File: config.mk
export PLATFORM = sky130hd
export DESIGN_NAME = sensor_hub_packet_report_parser_flat
export DESIGN_NICKNAME = d
export VERILOG_FILES = /design/src/hw/rtl/shpr_pkg.sv /design/src/hw/rtl/shpr_if.sv /design/src/hw/rtl/sensor_hub_packet_report_parser.sv /design/src/flat_wrapper.sv
export SDC_FILE = /design/constraint.sdc
export NUM_CORES = 1
export LEC_CHECK = 0
export BUFFER_PORTS_ARGS = -buffer_cell sky130_fd_sc_hd__buf_2
export CAP_MARGIN = 20
export CORE_MARGIN = 1.5
export CORE_UTILIZATION = 60
export DETAILED_ROUTE_END_ITERATION = 12
export PLACE_DENSITY = 0.79
export RECOVER_POWER = 50
export SLEW_MARGIN = 25
export SYNTH_ARGS = -nofsm -noshare
export SYNTH_HDL_FRONTEND = slang
export SYNTH_SLANG_ARGS = --single-unit
File: constraint.sdc
create_clock -name clk -period 31.6 [get_ports clk]
set_input_delay 6.32 -clock clk [delete_from_list [all_inputs] [get_ports clk]]
set_output_delay 6.32 -clock clk [all_outputs]
set_load 0.005 [all_outputs]
File: src/hw/rtl/shpr_pkg.sv
// ----------------------------------------------------------------------------
// Sensor hub packet report parser package
// Shared widths, codes and the result word type.
// ----------------------------------------------------------------------------
package shpr_pkg;

  localparam int unsigned LenW   = 15;
  localparam int unsigned ChanW  = 8;
  localparam int unsigned ByteW  = 8;
  localparam int unsigned OffW   = 4;
  localparam int unsigned KindW  = 2;
  localparam int unsigned ValW   = 16;
  localparam int unsigned NWords = 4;
  localparam int unsigned CfgW   = 15;
  localparam int unsigned CfgIdxW = 1;

  localparam logic [LenW-1:0]  MaxLenReset  = 15'd300;
  localparam logic [ChanW-1:0] DataChReset  = 8'd3;
  localparam logic [LenW-1:0]  MinLen       = 15'd4;
  localparam logic [LenW-1:0]  HeaderLast   = 15'd3;
  localparam logic [LenW-1:0]  FirstRptPos  = 15'd9;

  localparam logic [CfgIdxW-1:0] CfgMaxLen = 1'd0;
  localparam logic [CfgIdxW-1:0] CfgDataCh = 1'd1;

  localparam logic [ByteW-1:0] IdRot  = 8'h05;
  localparam logic [ByteW-1:0] IdAcc  = 8'h04;
  localparam logic [ByteW-1:0] IdSkp1 = 8'h01;
  localparam logic [ByteW-1:0] IdSkp2 = 8'h02;
  localparam logic [ByteW-1:0] IdSkp3 = 8'h03;

  localparam logic [OffW-1:0] RotSize    = 4'd14;
  localparam logic [OffW-1:0] AccSize    = 4'd10;
  localparam logic [OffW-1:0] FirstWord  = 4'd4;
  localparam logic [OffW-1:0] RotWordEnd = 4'd12;
  localparam logic [OffW-1:0] AccWordEnd = 4'd10;

  localparam logic [KindW-1:0] KindRot    = 2'd0;
  localparam logic [KindW-1:0] KindAcc    = 2'd1;
  localparam logic [KindW-1:0] KindSkip   = 2'd2;
  localparam logic [KindW-1:0] KindBadLen = 2'd2;

  typedef enum logic [1:0] {
    MODE_IDLE,
    MODE_HEADER,
    MODE_PAYLOAD
  } mode_t;

  typedef struct packed {
    logic [KindW-1:0]       report_kind;
    logic signed [ValW-1:0] value_x;
    logic signed [ValW-1:0] value_y;
    logic signed [ValW-1:0] value_z;
    logic signed [ValW-1:0] value_w;
  } report_t;

endpackage

File: src/hw/rtl/shpr_if.sv
// ----------------------------------------------------------------------------
// Sensor hub packet report parser channels
// Valid/ready channels for received bytes and for parsed report words.
// ----------------------------------------------------------------------------
interface shpr_rx_if;
  logic                      valid;
  logic                      ready;
  logic [shpr_pkg::ByteW-1:0] rx_byte;
  logic                      packet_start;

  modport source (output valid, rx_byte, packet_start, input ready);
  modport sink (input valid, rx_byte, packet_start, output ready);
endinterface

interface shpr_report_if;
  logic                              valid;
  logic                              ready;
  logic [shpr_pkg::KindW-1:0]        report_kind;
  logic signed [shpr_pkg::ValW-1:0]  value_x;
  logic signed [shpr_pkg::ValW-1:0]  value_y;
  logic signed [shpr_pkg::ValW-1:0]  value_z;
  logic signed [shpr_pkg::ValW-1:0]  value_w;

  modport source (output valid, report_kind, value_x, value_y, value_z, value_w,
                  input ready);
  modport sink (input valid, report_kind, value_x, value_y, value_z, value_w,
                output ready);
endinterface

File: src/hw/rtl/sensor_hub_packet_report_parser.sv
// ----------------------------------------------------------------------------
// Sensor hub packet report parser
// Walks sensor hub packets byte by byte and returns rotation vector and
// linear acceleration words, or an error word for a bad header length.
// A report word is registered when its last byte is accepted. Throughput:
// one byte per cycle, set by the single parse state update, while the skid
// entry is empty. A two-entry output register keeps bytes flowing while a
// word waits. Reset: parser idle, output empty, max length 300, data channel 3.
// ----------------------------------------------------------------------------
module sensor_hub_packet_report_parser (
  input  logic                            clk,
  input  logic                            rst,
  input  logic                            write_en,
  input  logic [shpr_pkg::CfgIdxW-1:0]    write_index,
  input  logic [shpr_pkg::CfgW-1:0]       write_data,
  shpr_rx_if.sink                         rx,
  shpr_report_if.source                   report
);

  logic [shpr_pkg::LenW-1:0]  max_packet_len;
  logic [shpr_pkg::ChanW-1:0] data_channel;

  shpr_pkg::mode_t            parse_mode, parse_mode_next;
  logic [shpr_pkg::LenW-1:0]  byte_position, byte_position_next;
  logic [shpr_pkg::LenW-1:0]  packet_length, packet_length_next;
  logic [shpr_pkg::ChanW-1:0] packet_channel, packet_channel_next;
  logic [shpr_pkg::OffW-1:0]  report_offset, report_offset_next;
  logic [shpr_pkg::KindW-1:0] current_report, current_report_next;
  logic [shpr_pkg::ByteW-1:0] low_byte_hold, low_byte_hold_next;
  logic [shpr_pkg::ValW-1:0]  collected_words [shpr_pkg::NWords];
  logic [shpr_pkg::ValW-1:0]  collected_words_next [shpr_pkg::NWords];

  shpr_pkg::report_t out_word, skid_word, result;
  logic              out_valid, skid_valid;
  logic              emit;
  logic              accept, pop;

  shpr_pkg::mode_t           mode_eff;
  logic [shpr_pkg::LenW-1:0] pos;
  logic [shpr_pkg::LenW:0]   pos_inc;
  logic [shpr_pkg::OffW-1:0] off_inc, word_off, rpt_size, word_end;
  logic [shpr_pkg::ByteW-1:0] b;

  assign accept   = rx.valid && rx.ready;
  assign pop      = out_valid && report.ready;
  assign rx.ready = !skid_valid;

  always_ff @(posedge clk) begin
    if (rst) begin
      max_packet_len <= shpr_pkg::MaxLenReset;
      data_channel   <= shpr_pkg::DataChReset;
    end else if (write_en) begin
      if (write_index == shpr_pkg::CfgMaxLen) begin
        max_packet_len <= write_data[shpr_pkg::LenW-1:0];
      end else if (write_index == shpr_pkg::CfgDataCh) begin
        data_channel <= write_data[shpr_pkg::ChanW-1:0];
      end
    end
  end

  always_comb begin
    b        = rx.rx_byte;
    mode_eff = rx.packet_start ? shpr_pkg::MODE_HEADER : parse_mode;
    pos      = rx.packet_start ? '0 : byte_position;
    pos_inc  = {1'b0, pos} + 16'd1;
    off_inc  = report_offset + 4'd1;
    word_off = report_offset - shpr_pkg::FirstWord;
    rpt_size = (current_report == shpr_pkg::KindRot) ? shpr_pkg::RotSize
                                                      : shpr_pkg::AccSize;
    word_end = (current_report == shpr_pkg::KindRot) ? shpr_pkg::RotWordEnd :
               (current_report == shpr_pkg::KindAcc) ? shpr_pkg::AccWordEnd :
                                                        shpr_pkg::FirstWord;

    parse_mode_next     = mode_eff;
    byte_position_next  = pos;
    packet_length_next  = packet_length;
    packet_channel_next = packet_channel;
    report_offset_next  = report_offset;
    current_report_next = current_report;
    low_byte_hold_next  = low_byte_hold;
    collected_words_next = collected_words;
    emit                = 1'b0;
    result              = '0;

    unique case (mode_eff)
      shpr_pkg::MODE_IDLE: begin
      end
      shpr_pkg::MODE_HEADER: begin
        if (pos == 15'd0) begin
          packet_length_next = {7'd0, b};
        end else if (pos == 15'd1) begin
          packet_length_next = {b[6:0], packet_length[7:0]};
        end else if (pos == 15'd2) begin
          packet_channel_next = b;
        end
        byte_position_next = pos_inc[shpr_pkg::LenW-1:0];
        if (pos >= shpr_pkg::HeaderLast) begin
          if (packet_length < shpr_pkg::MinLen || packet_length > max_packet_len) begin
            emit               = 1'b1;
            result.report_kind = shpr_pkg::KindBadLen;
            parse_mode_next    = shpr_pkg::MODE_IDLE;
          end else if (packet_channel != data_channel) begin
            parse_mode_next = shpr_pkg::MODE_IDLE;
          end else begin
            report_offset_next = '0;
            parse_mode_next    = (pos_inc >= {1'b0, packet_length}) ?
                                 shpr_pkg::MODE_IDLE : shpr_pkg::MODE_PAYLOAD;
          end
        end
      end
      shpr_pkg::MODE_PAYLOAD: begin
        byte_position_next = pos_inc[shpr_pkg::LenW-1:0];
        if (pos_inc >= {1'b0, packet_length}) begin
          parse_mode_next = shpr_pkg::MODE_IDLE;
        end
        if (pos >= shpr_pkg::FirstRptPos) begin
          if (report_offset == '0) begin
            report_offset_next = 4'd1;
            if (b == shpr_pkg::IdRot) begin
              current_report_next = shpr_pkg::KindRot;
              if ({1'b0, pos} + 16'd14 > {1'b0, packet_length}) begin
                parse_mode_next = shpr_pkg::MODE_IDLE;
              end
            end else if (b == shpr_pkg::IdAcc) begin
              current_report_next = shpr_pkg::KindAcc;
              if ({1'b0, pos} + 16'd10 > {1'b0, packet_length}) begin
                parse_mode_next = shpr_pkg::MODE_IDLE;
              end
            end else if (b == shpr_pkg::IdSkp1 || b == shpr_pkg::IdSkp2 ||
                         b == shpr_pkg::IdSkp3) begin
              current_report_next = shpr_pkg::KindSkip;
            end else begin
              parse_mode_next = shpr_pkg::MODE_IDLE;
            end
          end else begin
            if (report_offset >= shpr_pkg::FirstWord && report_offset < word_end) begin
              if (!report_offset[0]) begin
                low_byte_hold_next = b;
              end else begin
                collected_words_next[word_off[2:1]] = {b, low_byte_hold};
              end
            end
            if (off_inc >= rpt_size) begin
              report_offset_next = '0;
              if (current_report != shpr_pkg::KindSkip) begin
                emit               = 1'b1;
                result.report_kind = current_report;
                result.value_x     = collected_words_next[0];
                result.value_y     = collected_words_next[1];
                result.value_z     = collected_words_next[2];
                result.value_w     = (current_report == shpr_pkg::KindRot) ?
                                     collected_words_next[3] : '0;
              end
            end else begin
              report_offset_next = off_inc;
            end
          end
        end
      end
      default: begin
        parse_mode_next = shpr_pkg::MODE_IDLE;
      end
    endcase
  end

  always_ff @(posedge clk) begin
    if (rst) begin
      parse_mode     <= shpr_pkg::MODE_IDLE;
      byte_position  <= '0;
      packet_length  <= '0;
      packet_channel <= '0;
      report_offset  <= '0;
      current_report <= '0;
    end else if (accept) begin
      parse_mode     <= parse_mode_next;
      byte_position  <= byte_position_next;
      packet_length  <= packet_length_next;
      packet_channel <= packet_channel_next;
      report_offset  <= report_offset_next;
      current_report <= current_report_next;
    end
  end

  always_ff @(posedge clk) begin
    if (accept) begin
      low_byte_hold   <= low_byte_hold_next;
      collected_words <= collected_words_next;
    end
  end

  always_ff @(posedge clk) begin
    if (rst) begin
      out_valid  <= 1'b0;
      skid_valid <= 1'b0;
    end else if (skid_valid) begin
      if (pop) begin
        out_word   <= skid_word;
        skid_valid <= 1'b0;
      end
    end else if (accept && emit) begin
      if (out_valid && !pop) begin
        skid_word  <= result;
        skid_valid <= 1'b1;
      end else begin
        out_word  <= result;
        out_valid <= 1'b1;
      end
    end else if (pop) begin
      out_valid <= 1'b0;
    end
  end

  assign report.valid       = out_valid;
  assign report.report_kind = out_word.report_kind;
  assign report.value_x     = out_word.value_x;
  assign report.value_y     = out_word.value_y;
  assign report.value_z     = out_word.value_z;
  assign report.value_w     = out_word.value_w;

endmodule
File: src/flat_wrapper.sv
// flat-port wrapper written by rule: the top's interface ports become plain ports
module sensor_hub_packet_report_parser_flat 
  (clk, rst, write_en, write_index, write_data, rx_valid, rx_rx_byte, rx_packet_start, rx_ready, report_valid, report_report_kind, report_value_x, report_value_y, report_value_z, report_value_w, report_ready);
  shpr_rx_if rx_i ();
  shpr_report_if report_i ();
  input  logic clk;
  input  logic rst;
  input  logic write_en;
  input  logic [shpr_pkg::CfgIdxW-1:0] write_index;
  input  logic [shpr_pkg::CfgW-1:0] write_data;
  input wire logic [$bits(rx_i.valid)-1:0] rx_valid;
  input wire logic [$bits(rx_i.rx_byte)-1:0] rx_rx_byte;
  input wire logic [$bits(rx_i.packet_start)-1:0] rx_packet_start;
  output wire logic [$bits(rx_i.ready)-1:0] rx_ready;
  output wire logic [$bits(report_i.valid)-1:0] report_valid;
  output wire logic [$bits(report_i.report_kind)-1:0] report_report_kind;
  output wire logic [$bits(report_i.value_x)-1:0] report_value_x;
  output wire logic [$bits(report_i.value_y)-1:0] report_value_y;
  output wire logic [$bits(report_i.value_z)-1:0] report_value_z;
  output wire logic [$bits(report_i.value_w)-1:0] report_value_w;
  input wire logic [$bits(report_i.ready)-1:0] report_ready;
  assign rx_i.valid = rx_valid;
  assign rx_i.rx_byte = rx_rx_byte;
  assign rx_i.packet_start = rx_packet_start;
  assign rx_ready = rx_i.ready;
  assign report_valid = report_i.valid;
  assign report_report_kind = report_i.report_kind;
  assign report_value_x = report_i.value_x;
  assign report_value_y = report_i.value_y;
  assign report_value_z = report_i.value_z;
  assign report_value_w = report_i.value_w;
  assign report_i.ready = report_ready;
  sensor_hub_packet_report_parser u_core (.clk(clk), .rst(rst), .write_en(write_en), .write_index(write_index), .write_data(write_data), .rx(rx_i), .report(report_i));
endmodule
==> results of run 1 <==
## registers in the layout (all words and copies together) (netlist names)
signal	cells
u_core.report.value_w	16
u_core.packet_length	15
u_core.report.value_z	16
u_core.report_offset	4
u_core.low_byte_hold	8
u_core.parse_mode	2
u_core.report.report_kind	2
u_core.data_channel	8
u_core.max_packet_len	15
u_core.current_report	2
u_core.skid_valid	1
u_core.report.value_y	16
u_core.collected_words	64
u_core.skid_word	66
u_core.packet_channel	8
u_core.report.valid	1
u_core.report.value_x	16
u_core.byte_position	15
## synthesized netlist by cell type (5+ instances only)
cell	number
xor2_1	22
nand4_1	17
a21oi_1	68
nor4_1	13
nor2b_1	13
a22oi_1	15
o211ai_1	5
buf_6	5
a21o_1	7
a211oi_1	7
and3_1	5
o21ai_0	21
clkbuf_1	62
a211o_1	6
nand2b_1	11
o21ai_1	6
ha_1	74
mux2i_1	74
nand2_1	143
nor2_1	135
o31ai_1	68
edfxtp_1	204
nor3_1	9
nand3b_1	10
nand3_1	32
xnor2_1	22
dfxtp_1	71
inv_1	112
## cells by family after synthesis
| group | after synthesis | synth area share [%] |
|---|---|---|
| AO/OA/AOI/OAI | 228 | 10.9 |
| XOR/XNOR | 44 | 2.79 |
| adder cells (fa/ha/maj) | 74 | 6.71 |
| buffers and inverters | 187 | 5.42 |
| flip-flops | 275 | 54.7 |
| multiplexers | 77 | 5.61 |
| AND/OR/NAND/NOR | 416 | 13.9 |
## metal layers
metal  share of wire [%]  up-vias
li1                    -     4752
met1                  42     4730
met2                  48      336
met3                 6.1       74
met4                 3.3        0
met5                   0        -
## power by group through the flow
stage	Combinational, mW	Clock [mW]	Sequential (mW)
detailed placement	0.0305	0	0.395
finish	0.0311	0.333	0.387
global route	0.0341	0.350	0.387
floorplan	0.0203	0	0.394
CTS	0.0306	0.336	0.387
global placement	0.0298	0	0.395
## cell type report
cell class,instances,share of cell area (%)
flip-flops and latches,275,49.3
well taps,285,2.33
repair buffers,108,3.35
multi-input cells,839,36.2
clock buffers,31,4.58
clock inverters,19,1.46
inverters,112,2.75
## worst paths after layout
check	slack, ns	startpoint	end
max	18.87	rx_packet_start	u_core.low_byte_hold[1]
min reg2reg	0.45	u_core.max_packet_len[14]	u_core.max_packet_len[14]
max reg2reg	26.12	u_core.byte_position[0]	u_core.low_byte_hold[1]
min	0.45	u_core.max_packet_len[14]	u_core.max_packet_len[14]
## worst register-to-register path: stages, from the launching register on
cell      delay [ns]
dfxtp_1         0.50
nor2b_1         0.39
ha_1            0.30
o41ai_1         0.09
a41o_2          0.28
nor3b_1         0.21
clkbuf_1        2.63
and3_1          0.73
## metrics by stage
stage                     hold slack, ns  power (mW)  instance area (um^2)
after floorplan                    0.436       0.414                 13800
after global placement             0.444       0.425                 14400
after detailed placement           0.449       0.425                 14400
after CTS                          0.457       0.753                 15400
after global routing               0.472       0.771                 15300
final                              0.454       0.751                 15300
==> reports/summary.txt, run 1 <==
WP data required: 31.81 ns
initial antenna violation count: 0
Slew @ Worst Pin: 3.74 ns
die height: 155 um
clk sinks: 275
Distinct cells, synth: 63
CP top delay family: buffers and inverters
Post-Layout Cell Count: 1,669
asr flop ratio synth: 0%
Final Wtd Congestion: 0.959
pre-CTS setup slack: 20.88 ns
Max Root-Sink Buffers: 3
sequential share of the synthesized area: 54.7%
most common cell after layout, fill and taps aside: edfxtp_1
share of post-route cells with drive strength above 1: 9.61%
Hold Crit Class: register to register
HPWL Detailed: 20,200 um
met3 Use GR: 3.75%
nets: 1,467
Crit path top cell by count: clkbuf_1
Post-Place Cells: 1,619
drt pass-1 iters: 5
Worst Slack Setup Final: 18.87 ns
syn_nets: 1,405
GRT overflow: 0
max_cap viols: 3
hold path cells: 2
Via density: 5.93
worst-path maximum fanout: 65
First DRT Iteration DRCs: 788
final wirelength: 31,300 um
CTS tree: done
DR WL/cell: 18.8 um
grt peak-use layer: met2
fin crit share: 40.3%
port buffer count: 97
Initial Util: 61.0%
vias in the first global route: 9,308
Setup Fix Bufs, Post-CTS: 0
relative slew slack: -149%
fin. max-slew vios: 202
commonest cells after routing, fill and taps aside: 204 x edfxtp_1, 143 x nand2_1, 135 x nor2_1
Final Hold Fails: 0
syn avg cell area: 10.6 um^2
Max VDD drop: 0.0435 mV
Clk Latency, worst-skew pair: 0.56 ns
Final ANT Viol Nets: 0
RSZ-0062 raised after global routing: false
Pint: 589 uW
post-synth top area cell: edfxtp_1
Sw Share: 21.6%
WS Path Type: primary input to register
Worst R2R Path Depth: 7
Final Setup Violations: 0
fillers: 1,722
power density cells: 49.1 nW/um^2
EDFF count, synth: 204
largest net degree at the start of global routing: 109
failing checks: max-capacitance violations, max-slew violations
ys flop type: edfxtp_1
synth top area cells: edfxtp_1 44%, dfxtp_1 10%, ha_1 6.7%
Die ar.: 23,900 um^2
Tmin final: 12.73 ns
f_max: 78.5 MHz
WP data arrival: 12.94 ns
I/O pin count: 98
Synth Register Bits: 275
multi-input logic area: 5540 um^2
htree depth: 1
Clk network pwr share: 44.3%
Num CTS Buffers: 27
Rows: 55
vias: 9,892
Synth Cell Area: 13,800 um^2
outcome: complete, but fails checks
Total GRT Usage: 26.3%
drc violations: 0
Synth Instances: 1,301
YS warnings: 0
Final Util: 67.6%
CP max-delay cell: clkbuf_1
P&R area growth vs syn: 10.8%
Crit path buffers/inverters: 4
Die Wd: 155 um
sequential power share: 51.6%
critical path launch point type: primary input
GR met2 Demand/Resource: 44.2%
diodes inserted: 0
Worst-path clk slew: 0.06 ns
critical path's largest stage delay: 2.63 ns
clk root buf: clkbuf_16
cell depth of the worst setup path: 10
Switch Pwr: 162 uW
CTS Hold Bufs: 0
crit-path cells: buf_2, clkbuf_1, nor2b_1, inv_1, ha_1, o41ai_1, a41o_2, nor3b_1, clkbuf_1, and3_1
Synth top area share: 44.4%
post-CTS resize count: 0
final setup TNS: 0 ns
FF+latch area: 7550 um^2
Gate power share: 4.1%
first-pass GRT wire length: 49,500 um
CORE AREA: 22,600 um^2
Clock Skew: 0.0193 ns
global-route met1 utilization: 35.1%
Setup crit end kind: register
leakage dissipation: 6.06 nW
No activity file was read; power rests on OpenSTA's default activity.
==> run 2: changes to the inputs <==
CORE_UTILIZATION = 55   (was 60)
PLACE_DENSITY = 0.77   (was 0.79)
clock period = 10.7 ns   (was 31.6 ns; I/O delays follow)
==> reports/summary.txt, run 2 (same netlist as run 1, synthesis figures left out) <==
fin. max-slew vios: 226 (+12%)
fin crit share: 67.0%
Final Wtd Congestion: 0.948 (-1.1%)
Max Root-Sink Buffers: 3 (unchanged)
Num CTS Buffers: 28 (+3.7%)
Die Wd: 161 um (+4.4%)
P&R area growth vs syn: 11.5%
Worst R2R Path Depth: 15 (+8)
most common cell after layout, fill and taps aside: edfxtp_1
Hold Crit Class: register to register
Setup crit end kind: register
Worst R2R Start: u_core.byte_position[2]
clk root buf: clkbuf_16
leakage dissipation: 6.08 nW (+0.27%)
final setup TNS: 0 ns (unchanged)
reg-to-reg endpoint: u_core.parse_mode[0]
diodes inserted: 0 (unchanged)
Final Setup Violations: 0 (unchanged)
hold path endpoint: u_core.max_packet_len[12]
share of post-route cells with drive strength above 1: 9.44% (-0.16 points)
Max VDD drop: 0.123 mV (+180%)
Tmin final: 7.17 ns
hold path cells: 2 (unchanged)
Via density: 5.77 (-2.6%)
CTS Hold Bufs: 0 (unchanged)
f_max: 140 MHz
GRT overflow: 0 (unchanged)
first-pass GRT wire length: 50,400 um (+1.8%)
Hold Crit Start: u_core.max_packet_len[12]
Slew @ Worst Pin: 2.31 ns (-1.43 ns)
Largest register FFs: 66 (unchanged)
worst-path maximum fanout: 55 (-15%)
Rows: 57 (+3.6%)
largest net degree at the start of global routing: 97 (-11%)
vias: 9,873 (-0.19%)
Die ar.: 26,100 um^2 (+8.9%)
commonest cells after routing, fill and taps aside: 204 x edfxtp_1, 143 x nand2_1, 135 x nor2_1
nets: 1,469 (+0.14%)
WP data arrival: 7.60 ns (-5.34 ns)
RSZ-0062 raised after global routing: false
Setup Fix Bufs, Post-CTS: 0 (unchanged)
drc violations: 0 (unchanged)
Total GRT Usage: 24.4% (-1.9 points)
overall power: 2.24 mW (+200%)
HPWL Detailed: 20,800 um (+3.0%)
power density cells: 145 nW/um^2 (+200%)
vias in the first global route: 9,336 (+0.30%)
Final Hold Fails: 0 (unchanged)
relative slew slack: -53.8% (+95 points)
critical path launch point type: primary input
outcome: complete, but fails checks
First DRT Iteration DRCs: 795 (+0.89%)
DR WL/cell: 18.6 um (-0.67%)
failing checks: max-capacitance violations, max-slew violations
final wirelength: 31,900 um (+1.8%)
drt pass-1 iters: 6 (+1)
max_cap viols: 5 (+2)
Clock Skew: 0.0217 ns (+0.00240 ns)
die height: 161 um (+4.4%)
htree depth: 1 (unchanged)
register-to-register setup slack: 6.13 ns (-19.99 ns)
port buffer count: 97 (unchanged)
CORE AREA: 24,500 um^2 (+8.0%)
post-CTS resize count: 0 (unchanged)
WS Path Type: primary input to register
clk sinks: 275 (unchanged)
initial antenna violation count: 0 (unchanged)
CTS tree: done
WP data required: 11.13 ns (-20.68 ns)
Worst-path clk slew: 0.06 ns (about the same)
Clk Latency, worst-skew pair: 0.55 ns (about the same)
I/O pin count: 98 (unchanged)
Initial Util: 56.4% (-4.5 points)
Final ANT Viol Nets: 0 (unchanged)
register bank with the most flops: u_core.skid_word
Top Registers: u_core.skid_word x66, u_core.collected_words x64
==> run 2: cell types whose count changed in the layout (fill, tap and decap cells not counted), sizes merged <==
cell and delta:
clkbuf +9, bufinv -1, inv -2, clkinv -2
clkinvlp -1
==> run 2: worst max-delay path by stage <==
stage	slack, ns	endpoint	from
global placement	4.22	u_core.parse_mode[0]	rx_packet_start
floorplan	1.19	u_core.report.report_kind[0]	rx_packet_start
CTS	4.69	u_core.parse_mode[0]	rx_packet_start
global route	3.13	u_core.parse_mode[0]	rx_packet_start
detailed placement	4.15	u_core.parse_mode[0]	rx_packet_start
finish	3.53	u_core.parse_mode[0]	rx_packet_start
==> run 2: where the power goes <==
group	leakage [nW]	internal, mW	switching (mW)
Combinational	3.13	0.0298	0.0616
Sequential	2.49	1.14	0.00640
Clock	0.458	0.594	0.409
==> run 2: per-stage QoR <==
step / utilization, % / cells / area [um^2] / hold slack [ns] / worst slack (ns)
after global routing: 62.9 / 1711 / 15400 / 0.474 / 3.13
final: 62.9 / 1711 / 15400 / 0.454 / 3.53
after CTS: 63.2 / 1711 / 15500 / 0.457 / 4.69
after floorplan: - / 1301 / 13800 / 0.436 / 1.19
after detailed placement: 59.3 / 1659 / 14500 / 0.448 / 4.15
after global placement: 59.3 / 1659 / 14500 / 0.445 / 4.22
==> run 2: critical path, stage by stage <==
cell,delay (ns)
buf_2,0.07
clkbuf_1,1.58
nor2b_1,0.36
ha_1,0.45
o21ai_0,0.73
nor2_1,0.13
xnor2_1,0.18
nor2_1,0.07
ha_1,0.40
nand4_1,0.10
nor2_1,0.15
a311oi_1,0.15
a211oi_1,0.28
a2111oi_1,0.07
or4_1,0.47
a211oi_2,0.23
==> run 2: layout make-up <==
cell class	count	area (um^2)
Clock buffer	39	795
Clock inverter	13	161
Fill cell	1989	9070
Inverter	112	420
Multi-Input combinational cell	839	5550
Sequential cell	275	7550
Tap cell	324	405
Timing Repair Buffer	109	518
==> run 2: metal layers <==
metal  up-vias  track usage, %  share of wire (%)
li1       4752               -                  -
met1      4736            33.3                 43
met5         -               0                  0
met4         0            7.11                2.5
met2       328            40.8                 48
met3        57            3.31                6.3
